### config.mk
export PLATFORM = sky130hd
export DESIGN_NAME = bounded_random_generator_core
export DESIGN_NICKNAME = d
export VERILOG_FILES = /design/src/sv/brg_pkg.sv /design/src/sv/bounded_random_generator_core.sv /design/src/sv/brg_datapath.sv /design/src/sv/brg_ctrl.sv
export SDC_FILE = /design/constraint.sdc
export NUM_CORES = 2
export LEC_CHECK = 0
export ABC_AREA = 1
export BUFFER_PORTS_ARGS = -buffer_cell sky130_fd_sc_hd__buf_2
export CAP_MARGIN = 20
export CORE_MARGIN = 3
export CORE_UTILIZATION = 40
export DETAILED_ROUTE_END_ITERATION = 6
export PLACE_DENSITY_LB_ADDON = 0.12
export SKIP_CTS_REPAIR_TIMING = 1
export SLEW_MARGIN = 20
export SYNTH_ARGS = -nofsm -noshare
export SYNTH_HDL_FRONTEND = slang
export SYNTH_SLANG_ARGS = --single-unit
### constraint.sdc
create_clock -name clk -period 10.5 [get_ports clk]
set_input_delay 1.575 -clock clk [delete_from_list [all_inputs] [get_ports clk]]
set_output_delay 1.575 -clock clk [all_outputs]
set_load 0.005 [all_outputs]
### src/sv/brg_pkg.sv
`timescale 1ns / 1ps
// Shared types and constants for the bounded random generator.
// Used by brg_ctrl, brg_datapath and bounded_random_generator_core; no dependencies.
package brg_pkg;

  localparam int unsigned WordWidth   = 32;
  localparam int unsigned ValueWidth  = 64;
  localparam int unsigned ActionWidth = 2;
  localparam int unsigned MaxTries    = 64;
  localparam int unsigned TryWidth    = $clog2(MaxTries);

  localparam logic [WordWidth-1:0] GoldenStep = 32'h9E37_79B9;
  localparam logic [WordWidth-1:0] MixMulA    = 32'h21F0_AAAD;
  localparam logic [WordWidth-1:0] MixMulB    = 32'h735A_2D97;
  localparam logic [WordWidth-1:0] SeedReset  = 32'd1;

  // Request codes carried in the action field
  localparam logic [ActionWidth-1:0] ActWord32 = 2'd0;
  localparam logic [ActionWidth-1:0] ActWord64 = 2'd1;
  localparam logic [ActionWidth-1:0] ActRange  = 2'd2;

  typedef enum logic [2:0] {
    RES_ZERO   = 3'd0,
    RES_WORD32 = 3'd1,
    RES_WORD64 = 3'd2,
    RES_RANGE  = 3'd3,
    RES_ERROR  = 3'd4
  } result_sel_t;

  typedef struct packed {
    logic [ActionWidth-1:0] action;
    logic [ValueWidth-1:0]  range_low;
    logic [ValueWidth-1:0]  range_high;
  } in_item_t;

  typedef struct packed {
    logic [ValueWidth-1:0] random_value;
    logic                  range_error;
  } out_item_t;

  // Controller to datapath
  typedef struct packed {
    logic        capture;
    logic        setup;
    logic        make_mask;
    logic        mix_a;
    logic        mix_b;
    logic        mix_c;
    logic        to_high;
    logic        check;
    logic        finish;
    result_sel_t sel;
  } dp_cmd_t;

  // Datapath to controller
  typedef struct packed {
    logic [ActionWidth-1:0] action;
    logic                   inverted;
    logic                   full;
    logic                   fits;
    logic                   out_free;
  } dp_status_t;

endpackage

### src/sv/bounded_random_generator_core.sv
`timescale 1ns / 1ps
// Top level of the bounded random generator: controller plus datapath.
// Depends on brg_pkg, brg_ctrl and brg_datapath.
//
// Usage:
//   Input channel (in_valid / in_stall / in_item) takes one request item:
//   a 32-bit word, a 64-bit word (high half drawn first) or an unbiased value
//   in [range_low, range_high]. Output channel (out_valid / out_stall /
//   out_item) returns exactly one item per request.
//   Each draw of the 32-bit mixer takes two multiplies, each registered, then the
//   final xor-shift. The multiplier sets the pace.
//   A bounded value takes at most 64 attempts, under two on average; if all are
//   rejected, the last masked draw is folded back under the span. A new item is
//   accepted the cycle after the previous result is loaded.
//   A finished result sits in the output register; if the receiver stalls,
//   the block still accepts and works on the next item and holds it in the
//   last state until the output register frees up.
//   Reset clears the state word to zero (first draw loads the seed) and sets
//   the seed register to 1. cfg_write loads the seed; write it only when idle.
module bounded_random_generator_core (
  input  logic               clk,
  input  logic               rst,
  input  logic               cfg_write,
  input  logic [31:0]        cfg_data,
  input  logic               in_valid,
  output logic               in_stall,
  input  brg_pkg::in_item_t  in_item,
  output logic               out_valid,
  input  logic               out_stall,
  output brg_pkg::out_item_t out_item
);
  import brg_pkg::*;

  dp_cmd_t    cmd;
  dp_status_t status;

  // Sequence the item: decode, range setup, draws, rejection retries
  brg_ctrl u_ctrl (
    .clk      (clk),
    .rst      (rst),
    .in_valid (in_valid),
    .in_stall (in_stall),
    .status   (status),
    .cmd      (cmd)
  );

  // Hold the seed and state word, mix, test the draw and register the result
  brg_datapath u_datapath (
    .clk       (clk),
    .rst       (rst),
    .cfg_write (cfg_write),
    .cfg_data  (cfg_data),
    .in_item   (in_item),
    .cmd       (cmd),
    .status    (status),
    .out_valid (out_valid),
    .out_stall (out_stall),
    .out_item  (out_item)
  );

endmodule

### src/sv/brg_datapath.sv
`timescale 1ns / 1ps
// Datapath: seed and state registers, the two-multiply mixer, range setup, mask,
// rejection test and the output register. Depends on brg_pkg.
module brg_datapath (
  input  logic                clk,
  input  logic                rst,
  input  logic                cfg_write,
  input  logic [31:0]         cfg_data,
  input  brg_pkg::in_item_t   in_item,
  input  brg_pkg::dp_cmd_t    cmd,
  output brg_pkg::dp_status_t status,
  output logic                out_valid,
  input  logic                out_stall,
  output brg_pkg::out_item_t  out_item
);
  import brg_pkg::*;

  logic [ActionWidth-1:0] action;
  logic [ValueWidth-1:0]  range_low;
  logic [ValueWidth-1:0]  range_high;
  logic [WordWidth-1:0]   seed;
  logic [WordWidth-1:0]   gen_word;
  logic [WordWidth-1:0]   prod;
  logic [WordWidth-1:0]   word_hi;
  logic [WordWidth-1:0]   word_lo;
  logic [ValueWidth-1:0]  span;
  logic [ValueWidth-1:0]  mask;
  logic [ValueWidth-1:0]  offset;
  logic                   inverted;
  logic                   full;

  logic [WordWidth-1:0]   load_word;
  logic [WordWidth-1:0]   mix_in_a;
  logic [WordWidth-1:0]   mix_in_b;
  logic [WordWidth-1:0]   mix_out;
  logic [ValueWidth-1:0]  mask_next;
  logic [ValueWidth-1:0]  masked;
  logic [ValueWidth:0]    diff;
  out_item_t              result;

  // A zero state word takes the seed first
  assign load_word = (gen_word == '0) ? seed : gen_word;
  assign mix_in_a  = load_word ^ (load_word >> 16);
  assign mix_in_b  = prod ^ (prod >> 15);
  assign mix_out   = prod ^ (prod >> 15);

  always_comb begin
    mask_next = span;
    mask_next = mask_next | (mask_next >> 1);
    mask_next = mask_next | (mask_next >> 2);
    mask_next = mask_next | (mask_next >> 4);
    mask_next = mask_next | (mask_next >> 8);
    mask_next = mask_next | (mask_next >> 16);
    mask_next = mask_next | (mask_next >> 32);
  end

  // Borrow out of draw - span says the draw fits
  assign masked = {word_hi, word_lo} & mask;
  assign diff   = {1'b0, masked} - {1'b0, span};

  always_comb begin
    result = '0;
    case (cmd.sel)
      RES_ZERO:   result = '0;
      RES_WORD32: result.random_value = {{(ValueWidth-WordWidth){1'b0}}, word_lo};
      RES_WORD64: result.random_value = {word_hi, word_lo};
      RES_RANGE:  result.random_value = range_low + offset;
      RES_ERROR:  result.range_error = 1'b1;
      default:    result = '0;
    endcase
  end

  always_ff @(posedge clk) begin
    if (rst) begin
      seed      <= SeedReset;
      gen_word  <= '0;
      out_valid <= 1'b0;
    end else begin
      if (cfg_write) begin
        seed <= cfg_data;
      end
      if (cmd.mix_a) begin
        gen_word <= load_word + GoldenStep;
      end
      if (cmd.finish) begin
        out_valid <= 1'b1;
      end else if (!out_stall) begin
        out_valid <= 1'b0;
      end
    end
  end

  always_ff @(posedge clk) begin
    if (cmd.capture) begin
      action     <= in_item.action;
      range_low  <= in_item.range_low;
      range_high <= in_item.range_high;
    end
    if (cmd.setup) begin
      inverted <= range_low > range_high;
      full     <= (range_low == '0) && (&range_high);
      span     <= range_high - range_low + ValueWidth'(1);
    end
    if (cmd.make_mask) begin
      mask <= mask_next;
    end
    if (cmd.mix_a) begin
      prod <= mix_in_a * MixMulA;
    end else if (cmd.mix_b) begin
      prod <= mix_in_b * MixMulB;
    end
    if (cmd.mix_c) begin
      if (cmd.to_high) begin
        word_hi <= mix_out;
      end else begin
        word_lo <= mix_out;
      end
    end
    if (cmd.check) begin
      offset <= diff[ValueWidth] ? masked : diff[ValueWidth-1:0];
    end
    if (cmd.finish) begin
      out_item <= result;
    end
  end

  assign status.action   = action;
  assign status.inverted = inverted;
  assign status.full     = full;
  assign status.fits     = diff[ValueWidth];
  assign status.out_free = !out_valid || !out_stall;

endmodule

### src/sv/brg_ctrl.sv
`timescale 1ns / 1ps
// Controller state machine: sequences draws, range setup and rejection retries.
// Depends on brg_pkg.
module brg_ctrl (
  input  logic                clk,
  input  logic                rst,
  input  logic                in_valid,
  output logic                in_stall,
  input  brg_pkg::dp_status_t status,
  output brg_pkg::dp_cmd_t    cmd
);
  import brg_pkg::*;

  typedef enum logic [8:0] {
    ST_IDLE   = 9'b000000001,
    ST_DECODE = 9'b000000010,
    ST_SETUP  = 9'b000000100,
    ST_MASK   = 9'b000001000,
    ST_DRAW_A = 9'b000010000,
    ST_DRAW_B = 9'b000100000,
    ST_DRAW_C = 9'b001000000,
    ST_CHECK  = 9'b010000000,
    ST_DONE   = 9'b100000000
  } state_t;

  state_t             state, state_next;
  logic               high_half, high_half_next;
  logic               ranged, ranged_next;
  result_sel_t        sel, sel_next;
  logic [TryWidth-1:0] tries, tries_next;

  assign in_stall = (state != ST_IDLE);

  always_comb begin
    state_next     = state;
    high_half_next = high_half;
    ranged_next    = ranged;
    sel_next       = sel;
    tries_next     = tries;
    cmd            = '0;
    cmd.sel        = sel;
    case (state)
      ST_IDLE: begin
        if (in_valid) begin
          cmd.capture = 1'b1;
          state_next  = ST_DECODE;
        end
      end
      ST_DECODE: begin
        tries_next  = '0;
        ranged_next = 1'b0;
        case (status.action)
          ActWord32: begin
            high_half_next = 1'b0;
            sel_next       = RES_WORD32;
            state_next     = ST_DRAW_A;
          end
          ActWord64: begin
            high_half_next = 1'b1;
            sel_next       = RES_WORD64;
            state_next     = ST_DRAW_A;
          end
          ActRange: begin
            state_next = ST_SETUP;
          end
          default: begin
            sel_next   = RES_ZERO;
            state_next = ST_DONE;
          end
        endcase
      end
      ST_SETUP: begin
        cmd.setup  = 1'b1;
        state_next = ST_MASK;
      end
      ST_MASK: begin
        cmd.make_mask = 1'b1;
        if (status.inverted) begin
          sel_next   = RES_ERROR;
          state_next = ST_DONE;
        end else begin
          // full range is a plain 64-bit word
          high_half_next = 1'b1;
          ranged_next    = !status.full;
          sel_next       = status.full ? RES_WORD64 : RES_RANGE;
          state_next     = ST_DRAW_A;
        end
      end
      ST_DRAW_A: begin
        cmd.mix_a  = 1'b1;
        state_next = ST_DRAW_B;
      end
      ST_DRAW_B: begin
        cmd.mix_b  = 1'b1;
        state_next = ST_DRAW_C;
      end
      ST_DRAW_C: begin
        cmd.mix_c   = 1'b1;
        cmd.to_high = high_half;
        if (high_half) begin
          high_half_next = 1'b0;
          state_next     = ST_DRAW_A;
        end else if (ranged) begin
          state_next = ST_CHECK;
        end else begin
          state_next = ST_DONE;
        end
      end
      ST_CHECK: begin
        cmd.check = 1'b1;
        if (status.fits || (tries == TryWidth'(MaxTries - 1))) begin
          state_next = ST_DONE;
        end else begin
          tries_next     = tries + TryWidth'(1);
          high_half_next = 1'b1;
          state_next     = ST_DRAW_A;
        end
      end
      ST_DONE: begin
        if (status.out_free) begin
          cmd.finish = 1'b1;
          state_next = ST_IDLE;
        end
      end
      default: begin
        state_next = ST_IDLE;
      end
    endcase
  end

  always_ff @(posedge clk) begin
    if (rst) begin
      state     <= ST_IDLE;
      high_half <= 1'b0;
      ranged    <= 1'b0;
      sel       <= RES_ZERO;
      tries     <= '0;
    end else begin
      state     <= state_next;
      high_half <= high_half_next;
      ranged    <= ranged_next;
      sel       <= sel_next;
      tries     <= tries_next;
    end
  end

endmodule

==> flow_metrics.py <==
metrics = {
    "worst_setup_path": {
        "start_kind": "register",
        "rr_endpoint": "u_datapath.prod[28]",
        "reg2reg_from": "u_datapath.gen_word[3]",
        "arrival_ns": 9.78,
        "crit_buf_inv": 6,
        "crit_fanout": 27,
        "critical-path-slowest-cell": "nor2_4",
        "critical_path_required_ns": 10.89,
        "reg2reg_depth": 35,
        "crit_top_cell": "nand2_1",
        "cp-end-kind": "register",
        "slowest_delay_ns": 0.70,
        "path_delay_family": "adder cells",
        "reg2reg_slack_ns": 1.11,
        "worstSetupPathType": "register to register",
    },
    "drt": {
        "post_drt_wl_per_cell_microns": 25.14,
        "viasPerCell": 5.303,
        "drtAntennaViolNets": 0,
        "num_vias": 47210,
        "wirelength_mm": 223.8,
        "drcViolationCount": 0,
        "dr.pass1.iters": 5,
        "drt_iter0_markers": 3887,
    },
    "place": {
        "portBuffers": 233,
        "place.gp.congestion": 0.9883,
        "dp_hpwl_mm": 191.3,
    },
    "clocking": {
        "htreeDepth": 3,
        "clk_pin_slew_ns": 0.06,
        "cts_buffers": 73,
        "clkLatencyLatePin_ns": 0.70,
        "cts_tree": "yes",
        "clock-root-buffer": "clkbuf_16",
        "cts_sinks": 570,
        "cts_max_path_buffers": 3,
    },
    "cells_and_area": {
        "postLayoutCoreUtil": 0.4484,
        "area_delta_synth_final_pct": 10.99,
        "nets": 8201,
        "drive_gt1_frac": 0.07492,
    },
    "grt": {
        "grt_max_degree": 75,
        "antenna_found_initial": 20,
        "grt_pass1_wl_mm": 319.7,
        "overflow": 0,
        "grt_pass1_vias": 47210,
        "globalRouteTotalUtil": 0.3088,
    },
    "sta": {
        "maxSlewViolCount": 0,
        "rsz0062_at_grt": "no",
        "max_slew_margin": 0.2600,
        "tightestPinTransition_ns": 1.100,
        "max_freq_mhz": 106.5,
        "clock_skew_ns": 0.06497,
        "finalCritPeriodShare": 0.8943,
        "setup_viol": 0,
        "fin_hold_ws_ns": 0.4630,
        "setup-tns-final_ns": 0,
        "finalHoldViolCount": 0,
        "period_minus_slack_ns": 9.390,
    },
    "floorplanning": {
        "num_rows": 136,
        "die-area_sq_um": 143900,
        "start_util": 0.4040,
        "die_w_microns": 379.4,
        "die_h_microns": 379.4,
        "core_sq_um": 138000,
        "io_pins": 234,
    },
    "logic_synthesis": {
        "post-synth-top-count-cell": "inv_1",
        "synth.avg_cell_area_sq_um": 8.342,
        "netlist_instances": 6684,
        "ys_types": 64,
        "synth-edff-count": 485,
        "yosysSeqAreaShare": 0.2917,
        "yosysTopAreaCellShare": 0.2612,
        "synth-main-ff-cell": "edfxtp_1",
        "ys_seq_elements": 570,
        "synth_area_sq_um": 55760,
        "syn_nets": 7911,
        "synth_top_area_cell": "edfxtp_1",
        "synth.area.top_cells": "edfxtp_1, ha_1, fa_1, inv_1, nand2_1",
        "yosys-top-cells-count": "inv_1, nand2_1, ha_1, nor2_1, a21oi_1",
        "yosys_warnings": 0,
        "synthArstFlopShare": 0,
    },
    "power_and_ir_drop": {
        "p_leak_nw": 28.97,
        "vdd_drop_max_mv": 0.6521,
        "p_per_area_nw_per_um2": 329.0,
    },
    "min_path": {
        "hp-start": "u_ctrl.tries[3]",
        "hp-class": "register to register",
        "whs_path_depth": 2,
        "hold_end": "u_ctrl.tries[3]",
    },
    "flow_run": {
        "cap_violations": 0,
    },
    "outcome": {
        "status": "completed",
    },
}
[power breakdown]
group / switching (mW) / internal, mW
sequential: 0.0953 / 2.59
combinational: 9.65 / 5.41
clock: 1.11 / 1.51
[worst register-to-register path: cells and delay by family, from the launching register on]
family / cells / cell delay [ns]
compound gates: 3 / 0.41
xor+xnor: 1 / 0.31
fa+ha+maj: 9 / 3.90
buf+inv: 6 / 0.75
flops: 1 / 0.31
simple gates: 16 / 3.38
[placed cells by master, fill, tap and decap left out, types with 20 or more instances in the layout]
cell / netlist / layout
buf_2: 4 / 233
nand3_1: 223 / 223
o21bai_1: 33 / 33
o211ai_1: 24 / 24
xor2_1: 107 / 105
a21oi_1: 523 / 521
nand2_1: 1037 / 1035
dfxtp_1: 85 / 85
a31oi_1: 67 / 67
nand4_1: 59 / 59
a21o_1: 45 / 45
nor3_1: 67 / 66
nor4_1: 63 / 61
nand2_2: 27 / 29
nor2_1: 566 / 560
buf_4: 3 / 42
inv_2: 17 / 20
edfxtp_1: 485 / 485
ha_1: 682 / 682
fa_1: 378 / 378
o21ai_0: 426 / 426
inv_1: 1397 / 1394
or2_2: 32 / 32
o21a_1: 22 / 22
xnor2_1: 100 / 100
clkbuf_16: 0 / 73
[metal layers]
metal  routed length (microns)  GRT usage
met1                     97760     0.4110
met2                    103100     0.5057
met3                     12450    0.04409
met4                     10370     0.1239
met5                        80          0
[logic make-up after synthesis]
family | Yosys count | synth area share
simple gates | 2140 | 0.1641
buf+inv | 1476 | 0.1001
compound gates | 1227 | 0.1216
fa+ha+maj | 1060 | 0.2888
flops | 570 | 0.2917
xor+xnor | 211 | 0.03368
[sequential cells by signal, summed over array words and instances, names as in the netlist, 2 cells and up]
signal                 count
u_ctrl.sel                 3
u_ctrl.state               9
u_ctrl.tries               6
u_datapath.action          2
u_datapath.gen_word       32
u_datapath.mask           64
u_datapath.offset         64
u_datapath.out_item       65
u_datapath.prod           32
u_datapath.range_high     64
u_datapath.range_low      64
u_datapath.seed           32
u_datapath.span           64
u_datapath.word_hi        32
u_datapath.word_lo        32
[through the flow]
stage	power (mW)	area (sq um)	setup WS, ns	instances
after global routing	22.57	61870	0.4195	8897
after floorplan	13.25	55760	2.893	6684
after detailed placement	17.80	59400	1.304	8762
after CTS	20.54	61870	1.233	8897
after global placement	17.86	59390	1.437	8762
final	20.36	61880	1.110	8902
[worst max path at each step]
stage | startpoint | endpoint | slack (ns) | cells after the start
floorplan | in_valid | u_datapath.action[0] | 2.89 | 2
global placement | u_datapath.gen_word[3] | u_datapath.prod[28] | 1.44 | 35
detailed placement | u_datapath.gen_word[5] | u_datapath.prod[28] | 1.30 | 35
CTS | u_datapath.gen_word[5] | u_datapath.prod[29] | 1.23 | 37
global route | u_datapath.gen_word[3] | u_datapath.prod[29] | 0.42 | 37
finish | u_datapath.gen_word[3] | u_datapath.prod[28] | 1.11 | 35
[layout make-up]
| cell class | instances | area, sq um |
|---|---|---|
| Sequential cell | 570 | 16270 |
| Antenna cell | 5 | 12.51 |
| Clock buffer | 85 | 1882 |
| Fill cell | 14080 | 76120 |
| Tap cell | 1863 | 2331 |
| Multi-Input combinational cell | 4638 | 34010 |
| Clock inverter | 50 | 585.6 |
| Timing Repair Buffer | 275 | 1481 |
| Inverter | 1416 | 5315 |
No activity file was read; power rests on OpenSTA's default activity.
